File: src/rss_pkg.sv
`default_nettype none
// ----------------------------------------------------------------------------
// rss_pkg
// Shared types and constants for the reset supervisor sequencer: request and
// action bit positions, register indexes, and the tick and result records.
// ----------------------------------------------------------------------------
package rss_pkg;

	localparam int unsigned REQ_W   = 9;
	localparam int unsigned PEND_W  = 10;
	localparam int unsigned ACT_W   = 6;
	localparam int unsigned CNT_W   = 8;
	localparam int unsigned CFG_IDX_W = 2;
	localparam int unsigned CFG_DATA_W = 8;

	// request bits (new_requests / release_mask / pending set)
	localparam int unsigned REQ_RADIO  = 0;
	localparam int unsigned REQ_CPU    = 1;
	localparam int unsigned REQ_GATED_LO = 1;
	localparam int unsigned REQ_GATED_HI = 6;
	localparam int unsigned REQ_FPGA   = 6;
	localparam int unsigned REQ_3V3    = 7;
	localparam int unsigned REQ_VSYS   = 8;
	localparam int unsigned REQ_RADIO2 = 9;

	// action bits
	localparam int unsigned ACT_RADIO = 0;
	localparam int unsigned ACT_CPU   = 1;
	localparam int unsigned ACT_FPGA  = 2;
	localparam int unsigned ACT_3V3   = 3;
	localparam int unsigned ACT_VSYS  = 4;
	localparam int unsigned ACT_RESET = 5;

	localparam logic [CNT_W-1:0] CNT_MAX = '1;
	localparam logic [CNT_W-1:0] DEF_MISSED_KICK_LIMIT = 8'd2;

	typedef enum logic [CFG_IDX_W-1:0] {
		CFG_MONITOR_ENABLE    = 2'd0,
		CFG_MISSED_KICK_LIMIT = 2'd1
	} cfg_reg_t;

	typedef struct packed {
		logic             monitor_enable;
		logic [CNT_W-1:0] missed_kick_limit;
	} cfg_t;

	typedef struct packed {
		logic             radio_kick;
		logic             main_cpu_kick;
		logic             expander_busy;
		logic             link_up;
		logic [REQ_W-1:0] new_requests;
	} tick_t;

	typedef struct packed {
		logic [REQ_W-1:0] release_mask;
		logic             main_cpu_reset;
		logic             comms_reset;
		logic             expander_write;
		logic [ACT_W-1:0] action_bits;
		logic [CNT_W-1:0] missed_kicks;
	} result_t;

endpackage

`default_nettype wire

File: src/rss_cfg.sv
`default_nettype none
// ----------------------------------------------------------------------------
// rss_cfg
// Configuration register file: monitor enable and missed-kick limit.
// ----------------------------------------------------------------------------
module rss_cfg (
	input  wire logic                                clk,
	input  wire logic                                arst_n,
	input  wire logic                                wr_en,
	input  wire logic [rss_pkg::CFG_IDX_W-1:0]       wr_index,
	input  wire logic [rss_pkg::CFG_DATA_W-1:0]      wr_data,
	output rss_pkg::cfg_t                            cfg
);

	logic                       monitor_enable_q;
	logic [rss_pkg::CNT_W-1:0]  limit_q;

	always_ff @(posedge clk or negedge arst_n) begin
		if (!arst_n) begin
			monitor_enable_q <= 1'b0;
			limit_q          <= rss_pkg::DEF_MISSED_KICK_LIMIT;
		end else if (wr_en) begin
			case (rss_pkg::cfg_reg_t'(wr_index))
				rss_pkg::CFG_MONITOR_ENABLE: begin
					monitor_enable_q <= wr_data[0];
				end
				rss_pkg::CFG_MISSED_KICK_LIMIT: begin
					limit_q <= wr_data[rss_pkg::CNT_W-1:0];
				end
				default: begin
				end
			endcase
		end
	end

	assign cfg.monitor_enable    = monitor_enable_q;
	assign cfg.missed_kick_limit = limit_q;

endmodule

`default_nettype wire

File: src/rss_eval.sv
`default_nettype none
// ----------------------------------------------------------------------------
// rss_eval
// Tick evaluation: pending request set and missed-kick counter, with the
// combinational service logic that produces one result per tick.
// ----------------------------------------------------------------------------
module rss_eval (
	input  wire logic             clk,
	input  wire logic             arst_n,
	input  wire logic             step,
	input  wire rss_pkg::tick_t   tick,
	input  wire rss_pkg::cfg_t    cfg,
	output rss_pkg::result_t      res
);

	logic [rss_pkg::PEND_W-1:0] pend_q;
	logic [rss_pkg::CNT_W-1:0]  missed_q;

	logic [rss_pkg::PEND_W-1:0] pend_d;
	logic [rss_pkg::CNT_W-1:0]  missed_d;
	logic [rss_pkg::CNT_W-1:0]  inc;
	logic [rss_pkg::REQ_W-1:0]  rel;
	logic [rss_pkg::ACT_W-1:0]  act;
	logic [rss_pkg::REQ_GATED_HI:rss_pkg::REQ_GATED_LO] gated;
	logic                       wr;
	logic                       cpu_reset;

	always_comb begin
		pend_d    = pend_q | {1'b0, tick.new_requests};
		rel       = '0;
		act       = '0;
		wr        = 1'b0;
		cpu_reset = 1'b0;
		gated     = '0;

		if (pend_d[rss_pkg::REQ_RADIO2]) begin
			pend_d[rss_pkg::REQ_RADIO2] = 1'b0;
			rel[rss_pkg::REQ_RADIO]     = 1'b1;
			act[rss_pkg::ACT_RADIO]     = 1'b1;
			wr                          = 1'b1;
		end

		if (!tick.expander_busy) begin
			if (pend_d[rss_pkg::REQ_RADIO]) begin
				pend_d[rss_pkg::REQ_RADIO]  = 1'b0;
				pend_d[rss_pkg::REQ_RADIO2] = 1'b1;
			end
			gated = pend_d[rss_pkg::REQ_GATED_HI:rss_pkg::REQ_GATED_LO];
			rel[rss_pkg::REQ_GATED_HI:rss_pkg::REQ_GATED_LO] = gated;
			act[rss_pkg::ACT_CPU]  = pend_d[rss_pkg::REQ_CPU];
			act[rss_pkg::ACT_FPGA] = pend_d[rss_pkg::REQ_FPGA];
			pend_d[rss_pkg::REQ_GATED_HI:rss_pkg::REQ_GATED_LO] = '0;
			wr = wr | (|gated);
		end

		rel[rss_pkg::REQ_3V3]      = pend_d[rss_pkg::REQ_3V3];
		act[rss_pkg::ACT_3V3]      = pend_d[rss_pkg::REQ_3V3];
		pend_d[rss_pkg::REQ_3V3]   = 1'b0;
		rel[rss_pkg::REQ_VSYS]     = pend_d[rss_pkg::REQ_VSYS];
		act[rss_pkg::ACT_VSYS]     = pend_d[rss_pkg::REQ_VSYS];
		pend_d[rss_pkg::REQ_VSYS]  = 1'b0;

		inc = (missed_q == rss_pkg::CNT_MAX) ? missed_q : missed_q + 1'b1;
		if (tick.main_cpu_kick) begin
			missed_d = '0;
		end else if (cfg.monitor_enable && (inc >= cfg.missed_kick_limit)) begin
			missed_d                  = '0;
			cpu_reset                 = 1'b1;
			pend_d[rss_pkg::REQ_CPU]  = 1'b1;
			act[rss_pkg::ACT_RESET]   = 1'b1;
			wr                        = 1'b1;
		end else begin
			missed_d = inc;
		end
	end

	always_ff @(posedge clk or negedge arst_n) begin
		if (!arst_n) begin
			pend_q   <= '0;
			missed_q <= '0;
		end else if (step) begin
			pend_q   <= pend_d;
			missed_q <= missed_d;
		end
	end

	assign res.release_mask   = rel;
	assign res.main_cpu_reset = cpu_reset;
	assign res.comms_reset    = cpu_reset & tick.link_up;
	assign res.expander_write = wr;
	assign res.action_bits    = act;
	assign res.missed_kicks   = missed_d;

	// a kicked tick always clears the count
	a_kick_clears: assert property (@(posedge clk) disable iff (!arst_n)
		step && tick.main_cpu_kick |=> missed_q == '0)
		else $error("missed count not cleared by kick");

	// a cpu reset queues the cpu unreset
	a_reset_queues: assert property (@(posedge clk) disable iff (!arst_n)
		step && cpu_reset |=> pend_q[rss_pkg::REQ_CPU])
		else $error("cpu unreset not queued after reset");

	// rails never stay pending across a tick
	a_rails_served: assert property (@(posedge clk) disable iff (!arst_n)
		step |=> !pend_q[rss_pkg::REQ_3V3] && !pend_q[rss_pkg::REQ_VSYS])
		else $error("rail request left pending");

endmodule

`default_nettype wire

File: src/reset_supervisor_sequencer.sv
`default_nettype none
// ----------------------------------------------------------------------------
// reset_supervisor_sequencer
// Per-tick reset and power sequencing with main CPU kick supervision.
// ----------------------------------------------------------------------------
// Each request is one supervision tick and yields one result. A tick is
// registered on input, evaluated combinationally against the pending set and
// missed-kick counter, and the result is held in an output register, so one
// tick per cycle is accepted while out_ready does not stall the output. The
// pending-state update happens as a tick leaves the input register, so the
// next tick sees it without extra delay. Configuration is always ready.
module reset_supervisor_sequencer (
	input  wire logic                              clk,
	input  wire logic                              arst_n,

	input  wire logic                              cfg_valid,
	output      logic                              cfg_ready,
	input  wire logic [rss_pkg::CFG_IDX_W-1:0]     cfg_index,
	input  wire logic [rss_pkg::CFG_DATA_W-1:0]    cfg_data,

	input  wire logic                              in_valid,
	output      logic                              in_ready,
	input  wire logic                              radio_kick,
	input  wire logic                              main_cpu_kick,
	input  wire logic                              expander_busy,
	input  wire logic                              link_up,
	input  wire logic [rss_pkg::REQ_W-1:0]         new_requests,

	output      logic                              out_valid,
	input  wire logic                              out_ready,
	output      logic [rss_pkg::REQ_W-1:0]         release_mask,
	output      logic                              main_cpu_reset,
	output      logic                              comms_reset,
	output      logic                              expander_write,
	output      logic [rss_pkg::ACT_W-1:0]         action_bits,
	output      logic [rss_pkg::CNT_W-1:0]         missed_kicks
);

	rss_pkg::cfg_t    cfg;
	rss_pkg::tick_t   tick_s1;
	logic             valid_s1;
	rss_pkg::result_t res;
	rss_pkg::result_t res_s2;
	logic             valid_s2;
	logic             advance;

	assign cfg_ready = 1'b1;

	rss_cfg u_cfg (
		.clk      (clk),
		.arst_n   (arst_n),
		.wr_en    (cfg_valid),
		.wr_index (cfg_index),
		.wr_data  (cfg_data),
		.cfg      (cfg)
	);

	assign advance  = valid_s1 && (!valid_s2 || out_ready);
	assign in_ready = !valid_s1 || advance;

	always_ff @(posedge clk or negedge arst_n) begin
		if (!arst_n) begin
			valid_s1 <= 1'b0;
		end else if (in_ready) begin
			valid_s1 <= in_valid;
		end
	end

	always_ff @(posedge clk) begin
		if (in_valid && in_ready) begin
			tick_s1.radio_kick    <= radio_kick;
			tick_s1.main_cpu_kick <= main_cpu_kick;
			tick_s1.expander_busy <= expander_busy;
			tick_s1.link_up       <= link_up;
			tick_s1.new_requests  <= new_requests;
		end
	end

	rss_eval u_eval (
		.clk    (clk),
		.arst_n (arst_n),
		.step   (advance),
		.tick   (tick_s1),
		.cfg    (cfg),
		.res    (res)
	);

	always_ff @(posedge clk or negedge arst_n) begin
		if (!arst_n) begin
			valid_s2 <= 1'b0;
		end else if (!valid_s2 || out_ready) begin
			valid_s2 <= valid_s1;
		end
	end

	always_ff @(posedge clk) begin
		if (advance) begin
			res_s2 <= res;
		end
	end

	assign out_valid      = valid_s2;
	assign release_mask   = res_s2.release_mask;
	assign main_cpu_reset = res_s2.main_cpu_reset;
	assign comms_reset    = res_s2.comms_reset;
	assign expander_write = res_s2.expander_write;
	assign action_bits    = res_s2.action_bits;
	assign missed_kicks   = res_s2.missed_kicks;

	a_comms_needs_reset: assert property (@(posedge clk) disable iff (!arst_n)
		out_valid && comms_reset |-> main_cpu_reset)
		else $error("comms reset without cpu reset");

	a_reset_result: assert property (@(posedge clk) disable iff (!arst_n)
		out_valid && main_cpu_reset |->
			missed_kicks == '0 && action_bits[rss_pkg::ACT_RESET] && expander_write)
		else $error("inconsistent cpu reset result");

	a_radio_release: assert property (@(posedge clk) disable iff (!arst_n)
		out_valid && release_mask[rss_pkg::REQ_RADIO] |->
			action_bits[rss_pkg::ACT_RADIO] && expander_write)
		else $error("radio release without action or expander write");

endmodule

`default_nettype wire
File: config.mk
export PLATFORM = sky130hd
export DESIGN_NAME = reset_supervisor_sequencer
export DESIGN_NICKNAME = d
export VERILOG_FILES = /design/src/rss_pkg.sv /design/src/rss_cfg.sv /design/src/rss_eval.sv /design/src/reset_supervisor_sequencer.sv
export SDC_FILE = /design/constraint.sdc
export NUM_CORES = 1
export LEC_CHECK = 0
export BUFFER_PORTS_ARGS = -buffer_cell sky130_fd_sc_hd__clkbuf_2
export CAP_MARGIN = 15
export CORE_ASPECT_RATIO = 0.5
export CORE_MARGIN = 4
export CORE_UTILIZATION = 54
export DETAILED_ROUTE_END_ITERATION = 10
export GPL_TIMING_DRIVEN = 0
export PLACE_DENSITY = 0.79
export REMOVE_ABC_BUFFERS = 1
export SETUP_SLACK_MARGIN = 0.02
export SLEW_MARGIN = 20
export SYNTH_ARGS = -nofsm -noshare
export SYNTH_HDL_FRONTEND = slang
export SYNTH_SLANG_ARGS = --single-unit
File: constraint.sdc
create_clock -name clk -period 3.5 [get_ports clk]
set_input_delay 0.7 -clock clk [delete_from_list [all_inputs] [get_ports clk]]
set_output_delay 0.7 -clock clk [all_outputs]
set_load 0.01 [all_outputs]
==> impl_metrics.csv <==
group,metric,value,unit
drt,wl_per_cell,14.2,um
floorplanning,rows,17,
floorplanning,io_pins,57,
timing,period_minus_slack,3.13,ns
drt,vias_per_cell,5.20,
pwr,p_leak,0.00142,uW
layout,area_growth,19.1,%
timing,finalHoldViolCount,0,
setup_path,reg2regPathDepth,12,
layout,final_cell_mix,"54 x clkbuf_2, 33 x nor2_1, 32 x edfxtp_1",
cts,clkLatencyLatePin,0.34,ns
layout,layout-drive-gt1-share,31.3,%
drt,routed_wl,4.90,mm
cts,cts_resized,0,
status,status,"completed",
global_route,grt.busiest_layer,"met2",
floorplanning,die_x,107,um
drt,ant_nets,0,
cts,cts_made_buffers,9,
cts,tritoncts,"built",
yosys,ys_warn_count,0,
layout,antenna_cells,0,
timing,fin_ws,0.373,ns
global_route,grtUsageMet3,6.67,%
yosys,syn_inst,216,
cts,htreeDepth,3,
floorplanning,die_y,57.6,um
timing,max_freq,0.320,GHz
cts,clockRootBuffer,"clkbuf_8",
setup_path,crit_path_start_kind,"flop",
yosys,synth_area_per_cell,12.3,sq um
pwr,p_per_area,573,nW/um^2
global_route,grt_pass1_vias,1788,
global_route,antenna_found_initial,0,
yosys,synth_seq_cells,59,
setup_path,r2r_start,"u_eval.missed_q[0]",
global_route,grt_use_met2,31.2,%
setup_path,crit_arrival,3.33,ns
global_route,grt-ovfl-total,0,
setup_path,r2r_setup_slack,0.37,ns
timing,fin_hold_ws,0.401,ns
yosys,synth-main-ff-cell,"edfxtp_1",
cts,cts_sinks,59,
timing,period_share,89.3,%
setup_path,path_max_fanout,9,
setup_path,required,3.70,ns
timing,slew_headroom,45.7,%
yosys,synth_enable_flop_cells,32,
timing,rsz0062_at_grt,"false",
global_route,track_usage,17.3,%
timing,finClkSkew,0.00709,ns
timing,maxSlewViolCount,0,
run,drv_cap,0,
timing,tightest_slew,0.812,ns
yosys,async_flop_share,45.8,%
floorplanning,start_util,58.1,%
yosys,netlist_area,2660,sq um
setup_path,r2r_end,"u_eval.missed_q[5]",
drt,vias,1790,
floorplanning,core,4570,sq um
yosys,yosys.cell_types.count,44,
worst_hold_path,min_path_type,"in2async",
layout,final_common_cell,"clkbuf_2",
placed_design,port-buffer-count,54,
drt,drt_iter0_drc,51,
drt,drc,0,
drt,dr.pass1.iters,4,
global_route,grt_pass1_wl,7.99,mm
setup_path,endpoint_kind,"flop",
placed_design,dp_hpwl,3.42,mm
floorplanning,dieArea,6170,sq um
global_route,grt_util_met1,17.9,%
yosys,synth-seq-area-share,61.7,%
pwr,peakVddDrop,350,uV
cts,clockBufferDepth,2,
global_route,grt_start_max_net_pins,28,
cts,clk_pin_slew_worst_paths,0.06,ns
placed_design,dp_slack,0.200,ns
timing,fin_tns_setup,0,ns
layout,final_nets,310,
timing,setup_viol,0,
placed_design,globalplace.congestion,0.802,
setup_path,path_class,"reg2reg",
==> worst max-delay path by stage <==
stage / startpoint / endpoint / slack [ns] / cells past startpoint
3_3_place_gp: u_eval.missed_q[0] / missed_kicks[0] / 0.27 / 10
6_report: u_eval.missed_q[0] / u_eval.missed_q[5] / 0.37 / 12
5_1_grt: u_eval.missed_q[0] / u_eval.missed_q[5] / 0.11 / 12
2_1_floorplan: u_eval.missed_q[0] / missed_kicks[0] / 0.61 / 10
3_5_place_dp: u_eval.missed_q[0] / missed_kicks[0] / 0.20 / 10
4_1_cts: u_eval.missed_q[0] / missed_kicks[1] / 0.15 / 10
==> power breakdown <==
part | switching, uW | internal (uW)
combinational | 160 | 124
clock | 257 | 398
sequential | 49.0 | 823
total | 466 | 1350
==> cells in the mapped netlist, types with 2 or more instances <==
cell type / number / area (sq um)
nor2_1: 33 / 124
edfxtp_1: 32 / 961
dfrtp_1: 26 / 651
inv_1: 18 / 67.6
nand2_1: 14 / 52.6
ha_1: 9 / 113
mux2_2: 8 / 90.1
a21oi_1: 7 / 35.0
buf_4: 7 / 52.6
o31ai_1: 7 / 52.6
nand3_1: 6 / 30.0
nand2b_1: 5 / 31.3
and3_1: 3 / 18.8
o21ai_1: 3 / 15.0
clkbuf_1: 2 / 7.51
mux2i_1: 2 / 20.0
nand3b_1: 2 / 15.0
nand4_1: 2 / 12.5
nor4_1: 2 / 12.5
o31ai_4: 2 / 42.5
or4_1: 2 / 15.0
xor2_1: 2 / 17.5
==> layer usage <==
layer / wire length [um] / vias up
li1: - / 876
met1: 1940 / 853
met2: 2560 / 47
met3: 273 / 14
met4: 129 / 0
met5: 0 / -
==> critical path, stage by stage, from the launching register on <==
cell and delay, ns:
dfrtp_1 0.42, ha_1 0.27, nand4_1 0.21, or4_1 0.45, o21ai_1 0.21, inv_1 0.08
ha_1 0.31, and3_1 0.16, nand3_1 0.16, o311ai_4 0.31, buf_4 0.21, buf_4 0.13
o31ai_4 0.06
==> stage by stage <==
step           area, sq um  cells  utilization, %  total power [uW]
2_1_floorplan         2580    205               -              1070
3_3_place_gp          2930    325            64.1              1150
3_5_place_dp          2930    325            64.1              1160
4_1_cts               3140    341            68.7              1820
5_1_grt               3160    344            69.2              1900
6_report              3160    344            69.2              1810
==> cells by family (layout without fill, tap and decap cells) <==
family          Yosys count  count (layout)  share of synthesized area (%)
simple gates             73              73                           13.0
flops                    59              59                           61.7
compound gates           31              31                           10.3
buf+inv                  30              92                           5.56
mux                      10              10                           4.15
fa+ha+maj                 9               9                           4.24
xor+xnor                  3               3                          0.990
other cells               1               1                          0.141
==> sequential cells by signal, summed over array words and instances (netlist names) <==
name and flops:
u_eval.missed_q 8, missed_kicks 8, action_bits 1, u_eval.pend_q 8
expander_write 1, release_mask 8, valid_s1 1, comms_reset 1
u_cfg.limit_q 8, main_cpu_reset 1, out_valid 1, u_cfg.monitor_enable_q 1
tick_s1 12
==> area by class of cell <==
class / instances / area, sq um
clock inverters: 5 / 77.6
repair buffers: 57 / 293
well taps: 66 / 82.6
flip-flops and latches: 59 / 1640
inverters: 19 / 71.3
fillers: 321 / 1410
clock buffers: 11 / 131
multi-input cells: 127 / 870
==> repair_timing <==
action / in CTS / in global routing
hold buffers: 0 / 0
setup buffers: 0 / 3
endpoints found under the hold margin: 0 / 0
endpoints found under the setup margin: 0 / 16
No activity file was read; power rests on OpenSTA's default activity.
